===== config.mk =====
export PLATFORM = sky130hd
export DESIGN_NAME = strobed_symbol_frame_receiver
export DESIGN_NICKNAME = d
export VERILOG_FILES = /design/src/hw/rtl/ssfr_pkg.sv /design/src/hw/rtl/strobed_symbol_frame_receiver.sv
export VERILOG_INCLUDE_DIRS = /design/src /design/src/hw/rtl
export SDC_FILE = /design/constraint.sdc
export NUM_CORES = 1
export LEC_CHECK = 0
export CAP_MARGIN = 25
export CORE_MARGIN = 4
export CORE_UTILIZATION = 45
export DETAILED_ROUTE_END_ITERATION = 10
export DONT_BUFFER_PORTS = 1
export MAX_ROUTING_LAYER = met4
export PLACE_DENSITY_LB_ADDON = 0.2
export RECOVER_POWER = 50
export SYNTH_ARGS = -nofsm -noshare
export SYNTH_HDL_FRONTEND = slang
export SYNTH_SLANG_ARGS = --single-unit

===== constraint.sdc =====
create_clock -name clk -period 8.45 [get_ports clk]
set_input_delay 0.845 -clock clk [delete_from_list [all_inputs] [get_ports clk]]
set_output_delay 0.845 -clock clk [all_outputs]
set_load 0.01 [all_outputs]

===== src/hw/rtl/strobed_symbol_frame_receiver_macros.svh =====
// ---------------------------------------------------------------------------
// Strobed symbol frame receiver assertion macros
// Clocked assertion helpers. They are empty when SYNTH is defined.
// ---------------------------------------------------------------------------
`ifndef STROBED_SYMBOL_FRAME_RECEIVER_MACROS_SVH
`define STROBED_SYMBOL_FRAME_RECEIVER_MACROS_SVH
`ifndef SYNTH
// Checked only while out of reset
`define SSFR_ASSERT(lbl, prop, msg) \
  lbl: assert property (@(posedge clk) disable iff (!rst_n) prop) else $error(msg);
// Checked during reset as well
`define SSFR_ASSERT_ALWAYS(lbl, prop, msg) \
  lbl: assert property (@(posedge clk) prop) else $error(msg);
`else
`define SSFR_ASSERT(lbl, prop, msg)
`define SSFR_ASSERT_ALWAYS(lbl, prop, msg)
`endif
`endif


===== src/hw/rtl/ssfr_pkg.sv =====
// ---------------------------------------------------------------------------
// Strobed symbol frame receiver package
// Phase and event codes, field widths and the result record.
// ---------------------------------------------------------------------------
package ssfr_pkg;

  localparam int SYM_W         = 6;
  localparam int IN_DATA_W     = 8;
  localparam int LEN_W         = 32;
  localparam int BYTE_W        = 8;
  localparam int NIB_W         = 4;
  localparam int DIGIT_W       = 3;
  localparam int EV_W          = 3;
  localparam int OUT_DATA_W    = 96;
  localparam int LENGTH_DIGITS_DEF = 8;
  localparam logic [LEN_W-1:0] MAX_LENGTH_RST = 32'd65536;

  localparam logic [SYM_W-1:0] SYNC_HI   = 6'd63;
  localparam logic [SYM_W-1:0] SYNC_ZERO = 6'd0;
  localparam logic [SYM_W-1:0] SYNC_END  = 6'd2;
  localparam logic [SYM_W-1:0] HEX_MAX   = 6'd15;

  typedef enum logic [3:0] {
    PH_HUNT = 4'd0,
    PH_GOT1 = 4'd1,
    PH_GOT2 = 4'd2,
    PH_GOT3 = 4'd3,
    PH_LEN  = 4'd4,
    PH_DHI  = 4'd5,
    PH_DLO  = 4'd6,
    PH_CHI  = 4'd7,
    PH_CLO  = 4'd8
  } phase_t;

  typedef enum logic [EV_W-1:0] {
    EV_HEADER  = 3'd0,
    EV_DATA    = 3'd1,
    EV_END     = 3'd2,
    EV_BADLEN  = 3'd3,
    EV_OVER    = 3'd4,
    EV_BADDATA = 3'd5
  } event_t;

  typedef struct packed {
    event_t              event_res;
    logic [LEN_W-1:0]    length;
    logic [BYTE_W-1:0]   data_byte;
    logic [LEN_W-1:0]    byte_index;
    logic [BYTE_W-1:0]   computed_xor;
    logic [BYTE_W-1:0]   received_xor;
    logic                sum_match;
    logic                last;
  } res_t;

endpackage


===== src/hw/rtl/strobed_symbol_frame_receiver.sv =====
// ---------------------------------------------------------------------------
// Strobed symbol frame receiver
// Hunts the preamble 63,0,63,2, gathers a hex length, assembles payload bytes
// and checks the trailing XOR checksum.
// ---------------------------------------------------------------------------
// One symbol request is taken every cycle unless the input register stalls.
// A symbol is held in an input register, decoded against the frame state
// combinationally and any result lands in the output register, which drives
// out_tvalid. A symbol that yields a result waits in the input register only
// while the output register holds an untaken result. Write max_length while
// no frame traffic is in flight; it applies to the next length header.
`include "strobed_symbol_frame_receiver_macros.svh"

module strobed_symbol_frame_receiver #(
  parameter int LENGTH_DIGITS = ssfr_pkg::LENGTH_DIGITS_DEF
) (
  input  logic                            clk,
  input  logic                            rst_n,
  input  logic                            in_tvalid,
  output logic                            in_tready,
  // [5:0] symbol, [7:6] zero
  input  logic [ssfr_pkg::IN_DATA_W-1:0]  in_tdata,
  output logic                            out_tvalid,
  input  logic                            out_tready,
  // [31:0] length, [39:32] data_byte, [71:40] byte_index,
  // [79:72] computed_xor, [87:80] received_xor, [88] sum_match, [95:89] zero
  output logic [ssfr_pkg::OUT_DATA_W-1:0] out_tdata,
  // [2:0] event_res
  output logic [ssfr_pkg::EV_W-1:0]       out_tuser,
  output logic                            out_tlast,
  input  logic                            cfg_valid,
  output logic                            cfg_ready,
  input  logic [ssfr_pkg::LEN_W-1:0]      cfg_data
);
  import ssfr_pkg::*;

  localparam logic [3:0] DIGITS = 4'(LENGTH_DIGITS);

  logic [LEN_W-1:0]   max_length_r;

  logic               in_vld_r;
  logic [SYM_W-1:0]   sym_r;

  phase_t             phase_r, phase_nxt;
  logic [DIGIT_W-1:0] digit_count_r, digit_count_nxt;
  logic [LEN_W-1:0]   length_accum_r, length_accum_nxt;
  logic [LEN_W-1:0]   frame_length_r, frame_length_nxt;
  logic [LEN_W-1:0]   bytes_done_r, bytes_done_nxt;
  logic [NIB_W-1:0]   high_nibble_r, high_nibble_nxt;
  logic [BYTE_W-1:0]  running_xor_r, running_xor_nxt;

  logic               out_vld_r;
  res_t               out_r;
  res_t               res;
  logic               has_res;
  logic               adv;

  logic               hex_ok;
  logic [NIB_W-1:0]   nib;
  logic [LEN_W-1:0]   len_v;
  logic               len_final;
  logic [BYTE_W-1:0]  byte_v;
  logic [BYTE_W-1:0]  xor_v;
  logic [LEN_W-1:0]   bytes_inc;

  assign hex_ok    = (sym_r <= HEX_MAX);
  assign nib       = sym_r[NIB_W-1:0];
  assign len_v     = {length_accum_r[LEN_W-NIB_W-1:0], nib};
  assign len_final = !((4'(digit_count_r) + 4'd1) < DIGITS);
  assign byte_v    = {high_nibble_r, nib};
  assign xor_v     = running_xor_r ^ byte_v;
  assign bytes_inc = bytes_done_r + 32'd1;

  assign adv       = in_vld_r && (!has_res || !out_vld_r || out_tready);
  assign in_tready = !in_vld_r || adv;
  assign cfg_ready = 1'b1;

  // next state
  always_comb begin
    phase_nxt        = phase_r;
    digit_count_nxt  = digit_count_r;
    length_accum_nxt = length_accum_r;
    frame_length_nxt = frame_length_r;
    bytes_done_nxt   = bytes_done_r;
    high_nibble_nxt  = high_nibble_r;
    running_xor_nxt  = running_xor_r;
    unique case (phase_r)
      PH_GOT1: begin
        if (sym_r == SYNC_ZERO) begin
          phase_nxt = PH_GOT2;
        end else begin
          phase_nxt = (sym_r == SYNC_HI) ? PH_GOT1 : PH_HUNT;
        end
      end
      PH_GOT2: phase_nxt = (sym_r == SYNC_HI) ? PH_GOT3 : PH_HUNT;
      PH_GOT3: begin
        if (sym_r == SYNC_END) begin
          phase_nxt        = PH_LEN;
          digit_count_nxt  = '0;
          length_accum_nxt = '0;
        end else begin
          phase_nxt = PH_HUNT;
        end
      end
      PH_LEN: begin
        if (!hex_ok) begin
          phase_nxt        = PH_HUNT;
          digit_count_nxt  = '0;
          length_accum_nxt = '0;
        end else if (!len_final) begin
          length_accum_nxt = len_v;
          digit_count_nxt  = digit_count_r + 3'd1;
        end else if (len_v > max_length_r) begin
          phase_nxt        = PH_HUNT;
          digit_count_nxt  = '0;
          length_accum_nxt = '0;
        end else begin
          frame_length_nxt = len_v;
          bytes_done_nxt   = '0;
          running_xor_nxt  = '0;
          high_nibble_nxt  = '0;
          digit_count_nxt  = '0;
          length_accum_nxt = '0;
          phase_nxt        = (len_v == '0) ? PH_CHI : PH_DHI;
        end
      end
      PH_DHI, PH_CHI, PH_DLO, PH_CLO: begin
        if (!hex_ok) begin
          phase_nxt        = PH_HUNT;
          digit_count_nxt  = '0;
          length_accum_nxt = '0;
        end else if (phase_r == PH_DHI || phase_r == PH_CHI) begin
          high_nibble_nxt = nib;
          phase_nxt       = (phase_r == PH_DHI) ? PH_DLO : PH_CLO;
        end else if (phase_r == PH_DLO) begin
          running_xor_nxt = xor_v;
          bytes_done_nxt  = bytes_inc;
          phase_nxt       = (bytes_inc >= frame_length_r) ? PH_CHI : PH_DHI;
        end else begin
          phase_nxt        = PH_HUNT;
          digit_count_nxt  = '0;
          length_accum_nxt = '0;
        end
      end
      default: phase_nxt = (sym_r == SYNC_HI) ? PH_GOT1 : PH_HUNT;
    endcase
  end

  // result
  always_comb begin
    has_res = 1'b0;
    res     = '0;
    unique case (phase_r)
      PH_LEN: begin
        if (!hex_ok) begin
          has_res        = 1'b1;
          res.event_res  = EV_BADLEN;
          res.length     = length_accum_r;
          res.last       = 1'b1;
        end else if (len_final) begin
          has_res        = 1'b1;
          res.length     = len_v;
          if (len_v > max_length_r) begin
            res.event_res = EV_OVER;
            res.last      = 1'b1;
          end else begin
            res.event_res = EV_HEADER;
          end
        end
      end
      PH_DHI, PH_CHI, PH_DLO, PH_CLO: begin
        res.length     = frame_length_r;
        res.byte_index = bytes_done_r;
        if (!hex_ok) begin
          has_res          = 1'b1;
          res.event_res    = EV_BADDATA;
          res.computed_xor = running_xor_r;
          res.last         = 1'b1;
        end else if (phase_r == PH_DLO) begin
          has_res          = 1'b1;
          res.event_res    = EV_DATA;
          res.data_byte    = byte_v;
          res.computed_xor = xor_v;
        end else if (phase_r == PH_CLO) begin
          has_res          = 1'b1;
          res.event_res    = EV_END;
          res.computed_xor = running_xor_r;
          res.received_xor = byte_v;
          res.sum_match    = (byte_v == running_xor_r);
          res.last         = 1'b1;
        end
      end
      default: has_res = 1'b0;
    endcase
  end

  always_ff @(posedge clk) begin
    if (!rst_n) begin
      max_length_r   <= MAX_LENGTH_RST;
      in_vld_r       <= 1'b0;
      out_vld_r      <= 1'b0;
      phase_r        <= PH_HUNT;
      digit_count_r  <= '0;
      length_accum_r <= '0;
      frame_length_r <= '0;
      bytes_done_r   <= '0;
      high_nibble_r  <= '0;
      running_xor_r  <= '0;
    end else begin
      if (cfg_valid && cfg_ready) begin
        max_length_r <= cfg_data;
      end
      if (in_tready) begin
        in_vld_r <= in_tvalid;
      end
      if (adv) begin
        phase_r        <= phase_nxt;
        digit_count_r  <= digit_count_nxt;
        length_accum_r <= length_accum_nxt;
        frame_length_r <= frame_length_nxt;
        bytes_done_r   <= bytes_done_nxt;
        high_nibble_r  <= high_nibble_nxt;
        running_xor_r  <= running_xor_nxt;
      end
      if (adv && has_res) begin
        out_vld_r <= 1'b1;
      end else if (out_tready) begin
        out_vld_r <= 1'b0;
      end
    end
  end

  always_ff @(posedge clk) begin
    if (in_tready && in_tvalid) begin
      sym_r <= in_tdata[SYM_W-1:0];
    end
    if (adv && has_res) begin
      out_r <= res;
    end
  end

  assign out_tvalid = out_vld_r;
  assign out_tuser  = out_r.event_res;
  assign out_tlast  = out_r.last;
  assign out_tdata  = {7'd0, out_r.sum_match, out_r.received_xor, out_r.computed_xor,
                       out_r.byte_index, out_r.data_byte, out_r.length};

  `SSFR_ASSERT_ALWAYS(a_reset_clears_out, !rst_n |=> !out_vld_r, "result valid after reset")
  `SSFR_ASSERT(a_hold_pending, in_vld_r && !adv |=> in_vld_r && $stable(sym_r),
    "pending symbol lost")
  `SSFR_ASSERT(a_last_matches_event,
    out_vld_r |-> (out_r.last == (out_r.event_res != EV_HEADER && out_r.event_res != EV_DATA)),
    "last flag disagrees with event")
  `SSFR_ASSERT(a_ok_only_at_end, out_vld_r && out_r.sum_match |-> out_r.event_res == EV_END,
    "checksum flag outside frame end")

endmodule

# Yosys cells after proc, flatten, opt, wreduce, memory -nomap -nowiden
# Cells that the tools add are included.
[classes] n_addsub=3 reduce_logical=23 n_bitwise=6 mux=72 order_cmp=4 eq_ne=22
[ops] op="$mux W32" n=12
[ops] op="$pmux W32 S3" n=1
[ops] op="$mux W35" n=2
[ops] op="$pmux W35 S2" n=1
[ops] op="$mux W8" n=8
[ops] op="$pmux W32 S2" n=1
[ops] op="$mux W4" n=10
[ops] op="$mux W3" n=11
[ops] op="$add A32 B1 Y32 const B" n=1
[ops] op="$ge A32 B32 Y1" n=1
[ops] op="$gt A32 B32 Y1" n=1
[ops] op="$logic_not A32 Y1" n=1
[ops] op="$pmux W4 S5" n=1
[ops] op="$mux W18" n=1
[ops] op="$eq A4 B3 Y1 const B" n=4
[ops] op="$ne A2 B2 Y1 const B" n=8
[ops] op="$pmux W8 S2" n=1
[ops] op="$mux W1" n=13
[ops] op="$mux W2" n=6
[ops] op="$reduce_and A5 Y1" n=2
[ops] op="$ne A3 B3 Y1 const B" n=3
[ops] op="$pmux W3 S3" n=1
[ops] op="$eq A4 B2 Y1 const B" n=2
[ops] op="$eq A8 B8 Y1" n=1
[ops] op="other kinds (23)" n=37
[totals] ff_bits=248 output_inout_bits=103 word_cells=149

# Longest topological paths before layout
# Gate-level depths: netlist of the first run.
[depth] ltp_word=11 ltp_mapped=14

# Worst setup path after synthesis of the first run
# Ideal clock, no wire load.
[synth_path] path_type="flip-flop to flip-flop" from="register phase_r[1]" to="register out_r (netlist bit out_tdata[0]) (enable)" stages_incl_launch_ff=7 setup_ns=0.575 required_ns=7.875 n_path_buf=2 setup_slack_ns=1.924 synth_period_minus_slack_ns=6.526 t_arrival_ns=5.951 cell_sequence="dfxtp_1 -> buf_2 -> or3b_1 -> a21o_1 -> and2_1 -> clkbuf_1 -> a21oi_1"
[synth_via] elab_chain_cells=10 elab_cells_between_ends=15
[synth_lines] element="start: declaration" line="strobed_symbol_frame_receiver.sv:44" text="phase_t phase_r, phase_nxt;"
[synth_lines] element="start signal: assignment" line="strobed_symbol_frame_receiver.sv:217" text="phase_r <= phase_nxt;"
[synth_lines] element="$eq A4 B4 Y1" line="strobed_symbol_frame_receiver.sv:153, strobed_symbol_frame_receiver.sv:184"
[synth_lines] element="$mux W1" line="strobed_symbol_frame_receiver.sv:184" text="end else if (phase_r == PH_CLO) begin"
[synth_lines] element="$mux W1" line="strobed_symbol_frame_receiver.sv:179" text="end else if (phase_r == PH_DLO) begin"
[synth_lines] element="$mux W1" line="strobed_symbol_frame_receiver.sv:174" text="if (!hex_ok) begin"
[synth_lines] element="$pmux W1 S2 *" line="strobed_symbol_frame_receiver.sv:153" text="unique case (phase_r)"
[synth_lines] element="$logic_not A1 Y1" line="strobed_symbol_frame_receiver.sv:74" text="assign adv = in_vld_r && (!has_res || !out_vld_r || out_tready);"
[synth_lines] element="$logic_or A1 B1 Y1 (2 in series)" line="strobed_symbol_frame_receiver.sv:74"
[synth_lines] element="$logic_and A1 B1 Y1" line="strobed_symbol_frame_receiver.sv:74"
[synth_lines] element="$logic_and A1 B1 Y1 *" line="strobed_symbol_frame_receiver.sv:237" text="if (adv && has_res) begin"
[synth_lines] element="end signal: assignment" line="strobed_symbol_frame_receiver.sv:238" text="out_r <= res;"
[synth_lines] element="end: declaration" line="strobed_symbol_frame_receiver.sv:53" text="res_t out_r;"
# Mark *: on every way between the ends. The rest lies on a longest branch, timed or not.
# A chain may end at the register's enable or synchronous reset.

# Worst setup path after layout of the first run
[layout_path] from="register sym_r[5]" to="register out_r (netlist bit out_tdata[27]) (enable)"
[layout_via] elab_chain_cells=8 elab_cells_between_ends=9
[layout_lines] element="start: declaration" line="strobed_symbol_frame_receiver.sv:42" text="logic [SYM_W-1:0] sym_r;"
[layout_lines] element="start signal: assignment" line="strobed_symbol_frame_receiver.sv:235" text="sym_r <= in_tdata[SYM_W-1:0];"
[layout_lines] element="$le A6 B4 Y1 *" line="strobed_symbol_frame_receiver.sv:66" text="assign hex_ok = (sym_r <= HEX_MAX);"
[layout_lines] element="$mux W1, on equally long branches" line="strobed_symbol_frame_receiver.sv:174, strobed_symbol_frame_receiver.sv:155"
[layout_lines] element="$pmux W1 S2 *" line="strobed_symbol_frame_receiver.sv:153"
[layout_lines] element="$logic_not A1 Y1" line="strobed_symbol_frame_receiver.sv:74"
[layout_lines] element="$logic_or A1 B1 Y1 (2 in series)" line="strobed_symbol_frame_receiver.sv:74"
[layout_lines] element="$logic_and A1 B1 Y1" line="strobed_symbol_frame_receiver.sv:74"
[layout_lines] element="$logic_and A1 B1 Y1 *" line="strobed_symbol_frame_receiver.sv:237"
# Marks and branches as above.

==> out/qor.yml, run 1 <==
cts_hold_buf: 0
vias_per_cell: 5.329
antenna_found_initial: 0
core_area_mm2: 0.02778
fin_skew_ns: 0.02465
hpwl_mm: 20.01
wl_per_cell_um: 18.20
rsz0062_at_grt: "false"
leakagePower_nw: 5.440
gp_congestion: 0.8862
area_growth_pct: 9.748
synthCells: 1253
rr_worst_depth: 6
cp_max_fo: 77
clock.fmax_mhz: 185.7
clk_latency_ns: 0.56
synth_area_leader_cell: "dfxtp_1"
h-tree-depth: 1
clock_path_buffers: 3
fin_area_mm2: 0.01388
path_clk_slew_ns: 0.06
holdCritStartpoint: "in_tdata[0]"
arrival_ns: 5.54
drc: 0
port_buffers: 0
status: "finished, violations left"
nets: 1335
worstReg2RegEnd: "out_tdata[27]"
fin_tns_setup_ns: 0
crit_path_end_kind: "register"
numCtsBuffers: 28
syn_area_mm2: 0.01264
avgSynthCellArea_um2: 10.09
root_buffer: "clkbuf_16"
yosys-top-cells-count: "149 x dfxtp_1, 134 x mux2i_1, 99 x edfxtp_1"
critical_path_class: "register to register"
synth.area.top_cells: "dfxtp_1 24%, edfxtp_1 24%, mux2i_1 11%, ha_1 6.5%, nor2b_1 3.7%"
period_needed_ns: 5.385
setup_viol: 0
slew_headroom: -0.6134
grtUsageTotal: 0.1937
start_util: 0.4551
die_h_um: 175.6
ir_drop_mv: 0.1637
drv_cap: 3
cts_setup_buffers: 0
slew_viol_final: 125
ys_seq_area_frac: 0.4711
worstHoldPathType: "input port to register"
startpoint_type: "register"
dr.pass1.iters: 4
ys_types: 61
global_route.overflow_total: 0
finalCoreUtilization: 0.4995
ys_seq_elements: 248
critPathRequiredTime_ns: 8.61
num_vias: 8654
diodes: 0
cts_tree: "done"
grt_pass1_vias: 8241
tightest_slew_ns: 2.420
yosys_warnings: 0
route.final.wire_length_mm: 29.56
r2r_start: "sym_r[5]"
final.fill_count: 2600
powerDensity_mw_per_mm2: 199.0
dpl_cell_area_mm2: 0.01285
grt_pass1_wl_mm: 47.11
pin_count: 148
grt_max_degree: 131
dieArea_mm2: 0.03084
ctsResizeCount: 0
period_share: 0.6373
holdPathStages: 0
drt-initial-drc-count: 570
dieWidth_um: 175.6
finalHoldViolCount: 0
synth-edff-count: 99
num_rows: 61
regToRegSetupSlack_ns: 3.06
holdWs_ns: 0.3995
synth.most_common_cell: "dfxtp_1"
synth_top_area_share: 0.2359
cts_sinks: 248
synth_ff_type: "dfxtp_1"
failed_checks: "capacitance limit, slew limit"
holdPathEnd: "sym_r[0]"
ant_nets: 0
synthArstFlopShare: 0
drive_above_1_share: 0.06019
through the flow:
| stage | std cells | total power, mW | setup slack, ns |
|---|---|---|---|
| 5_1_grt | 1624 | 2.865 | 2.786 |
| 3_3_place_gp | 1571 | 1.430 | 4.758 |
| 2_1_floorplan | 1259 | 1.419 | 1.924 |
| 3_5_place_dp | 1571 | 1.432 | 4.737 |
| 6_report | 1624 | 2.762 | 3.065 |
| 4_1_cts | 1623 | 2.797 | 4.705 |
sequential cells by signal (all words and copies together) (netlist names):
register	cells
sym_r	6
out_tuser	3
high_nibble_r	4
bytes_done_r	32
out_tdata	89
max_length_r	32
in_vld_r	1
phase_r	4
out_tlast	1
running_xor_r	8
out_tvalid	1
frame_length_r	32
length_accum_r	32
digit_count_r	3
metal layers:
layer,wire (um),GRT usage,vias up
li1,-,-,4347
met1,14770,0.2828,4051
met2,12770,0.2850,210
met3,1303,0.02755,46
met4,720,0.04938,0
met5,0,-,-
logic make-up (layout without fill, tap and decap cells):
logic type / Yosys count / count (layout) / synth area share
AO/OA/AOI/OAI: 197 / 197 / 0.1042
XOR/XNOR: 48 / 48 / 0.03325
adder cells (fa/ha/maj): 66 / 66 / 0.06531
buffers and inverters: 142 / 129 / 0.05017
flip-flops: 248 / 248 / 0.4711
multiplexers: 134 / 134 / 0.1061
other: 2 / 8 / 0.0005940
AND/OR/NAND/NOR: 416 / 416 / 0.1693
worst max-delay path by stage:
stage	from	endpoint	slack (ns)	cells past startpoint
floorplan	phase_r[1]	out_tdata[0]	1.92	6
global route	sym_r[5]	out_tdata[22]	2.79	6
detailed placement	bytes_done_r[0]	phase_r[1]	4.74	12
CTS	bytes_done_r[0]	phase_r[1]	4.71	12
finish	sym_r[5]	out_tdata[27]	3.06	6
global placement	bytes_done_r[0]	phase_r[1]	4.76	12
layout by cell type (no fill, tap or decap), types with 22 or more instances in the layout:
master     instances
a21oi_1           36
nand4_1           23
nand3_1           22
and2_1            26
nand2_1           93
xnor2_1           38
dfxtp_1          149
mux2i_1          134
ha_1              66
clkbuf_16         30
nor2b_1           74
nor2_1            88
o22ai_1           28
edfxtp_1          99
inv_1             68
and2_0            28
o21ai_0           46
worst max-delay path: stages, from the launching register on:
cell      delay [ns]
edfxtp_1        0.41
or2_2           0.14
clkbuf_1        1.71
o21ai_0         0.29
clkbuf_1        0.73
a21oi_4         0.78
buf_4           0.82
report_power, final:
part           switching (mW)  internal, mW  leakage, nW
combinational          0.0685        0.0461         2.75
clock                   0.503         0.853        0.516
sequential             0.0259          1.26         2.17
total                   0.597          2.16         5.44
cell type report:
class,count,area (um^2),area share
clock buffer,34,795.8,0.05735
tap,378,473.0,0.03408
inverter,68,255.2,0.01839
multi-input combinational,869,6085,0.4385
timing repair buffer,9,52.55,0.003787
clock inverter,18,259.0,0.01867
sequential,248,5956,0.4292
(Power assumes the default switching activity.)
==> inputs of run 2 (changes only) <==
==> constraint.sdc (replaced) <==
create_clock -name clk -period 4.6 [get_ports clk]
set_input_delay 0.46 -clock clk [delete_from_list [all_inputs] [get_ports clk]]
set_output_delay 0.46 -clock clk [all_outputs]
set_load 0.01 [all_outputs]
==> out/qor.yml, run 2 (same netlist as run 1, synthesis figures left out) <==
fin_area_mm2: 0.01390
dpl_cell_area_mm2: 0.01290
largest_reg_flops: 89
drive_above_1_share: 0.05962
fin_skew_ns: 0.02731
critPathTopFamily: "simple AND/OR/NAND/NOR gates"
critPathBufInv: 0
grtUsageTotal: 0.1970
dr.pass1.iters: 4
gp_congestion: 0.8937
setup_ws_ns: 0.8379
numCtsBuffers: 29
ant_nets: 0
rsz0062_at_grt: "false"
core_area_mm2: 0.02778
clk_latency_ns: 0.55
hpwl_mm: 20.39
grt_max_degree: 131
nets: 1346
ir_drop_mv: 0.2760
cts_tree: "done"
slew_headroom: -0.4331
slew_viol_final: 56
route.final.wire_length_mm: 30.06
cts_sinks: 248
finalHoldViolCount: 0
critical_path.cell_chain: "and3_1 -> nand3_1 -> or2_2 -> nor3_1 -> xor2_1 -> ha_1 -> nand4_1 -> a21oi_1 -> o41ai_1 -> a2111oi_0 -> o31ai_1 -> a31oi_1"
critical_path_class: "register to register"
num_rows: 61
period_needed_ns: 3.762
period_share: 0.8178
num_vias: 8810
dieArea_mm2: 0.03084
wl_per_cell_um: 18.37
final_cell_mix: "149 x dfxtp_1, 134 x mux2i_1, 99 x edfxtp_1"
die_h_um: 175.6
clock.fmax_mhz: 265.8
final_common_cell: "dfxtp_1"
path_clk_slew_ns: 0.06
arrival_ns: 4.16
tightest_slew_ns: 2.127
port_buffers: 0
critPathMaxStageDelay_ns: 0.51
fin_tns_setup_ns: 0
critPathRequiredTime_ns: 5.00
worstHoldPathType: "input port to register"
diodes: 0
start_util: 0.4551
crit_path_end_kind: "register"
cp_max_fo: 7
clock_path_buffers: 3
startpoint_type: "register"
setup_viol: 0
pin_count: 148
powerDensity_mw_per_mm2: 352.4
h-tree-depth: 1
antenna_found_initial: 0
power_mw: 4.900
leakagePower_nw: 5.436
root_buffer: "clkbuf_16"
grt_pass1_wl_mm: 47.87
status: "finished, violations left"
failed_checks: "capacitance limit, slew limit"
dp_slack_ns: 0.7978
drc: 0
vias_per_cell: 5.385
area_growth_pct: 9.956
drt-initial-drc-count: 684
grt_pass1_vias: 8467
regToRegSetupSlack_ns: 0.84
dieWidth_um: 175.6
drv_cap: 2
slowest_stage: "o41ai_1"
global_route.overflow_total: 0
[run 2: cell count changes in the layout (fill, tap and decap cells not counted), moves of 3 or more]
| cell | previous run | this run |
|---|---|---|
| dlygate4sd3_1 | 0 | 6 |
| buf_4 | 5 | 10 |
| clkinv_1 | 0 | 4 |
| clkinv_2 | 8 | 4 |
| clkbuf_8 | 3 | 0 |
[run 2: final cells by class]
cell class | count | area (um^2)
Sequential cell | 248 | 5956
Inverter | 68 | 255.2
Clock inverter | 19 | 211.5
Multi-Input combinational cell | 869 | 6095
Timing Repair Buffer | 19 | 163.9
Clock buffer | 35 | 748.2
Fill cell | 2598 | 13880
Tap cell | 378 | 473.0
[run 2: repair_timing]
item,4_1_cts,5_1_grt
setup buffers,0,0
resized for setup,0,0
endpoints found under the hold margin,6,0
hold buffers,6,0
[run 2: worst paths after layout]
path / startpoint / to / cells past startpoint
worst max-delay path: bytes_done_r[0] / phase_r[1] / 12
worst min-delay path: rst_n / max_length_r[16] / 1
worst max register to register: bytes_done_r[0] / phase_r[1] / 12
worst min register to register: max_length_r[16] / max_length_r[16] / 2
[run 2: layer usage]
metal,up-vias,GRT usage,routed length [um]
met3,43,0.03272,1342
li1,4380,-,-
met2,204,0.2965,13330
met4,0,0.04451,643
met5,-,-,0
met1,4183,0.2811,14750
[run 2: per-stage QoR]
stage               hold slack (ns)    util  cells
finish                      0.04258  0.5004   1636
global route                0.02837  0.5004   1636
CTS                        0.007687  0.5012   1636
detailed placement           0.4877  0.4645   1576
global placement             0.4854  0.4645   1576
floorplan                    0.4589       -   1259
[run 2: power breakdown]
| part | total [mW] | switching, mW | internal, mW | leakage (nW) |
|---|---|---|---|---|
| registers | 2.37 | 0.0457 | 2.32 | 2.17 |
| logic | 0.222 | 0.131 | 0.0904 | 2.81 |
| clock network | 2.31 | 0.925 | 1.39 | 0.457 |
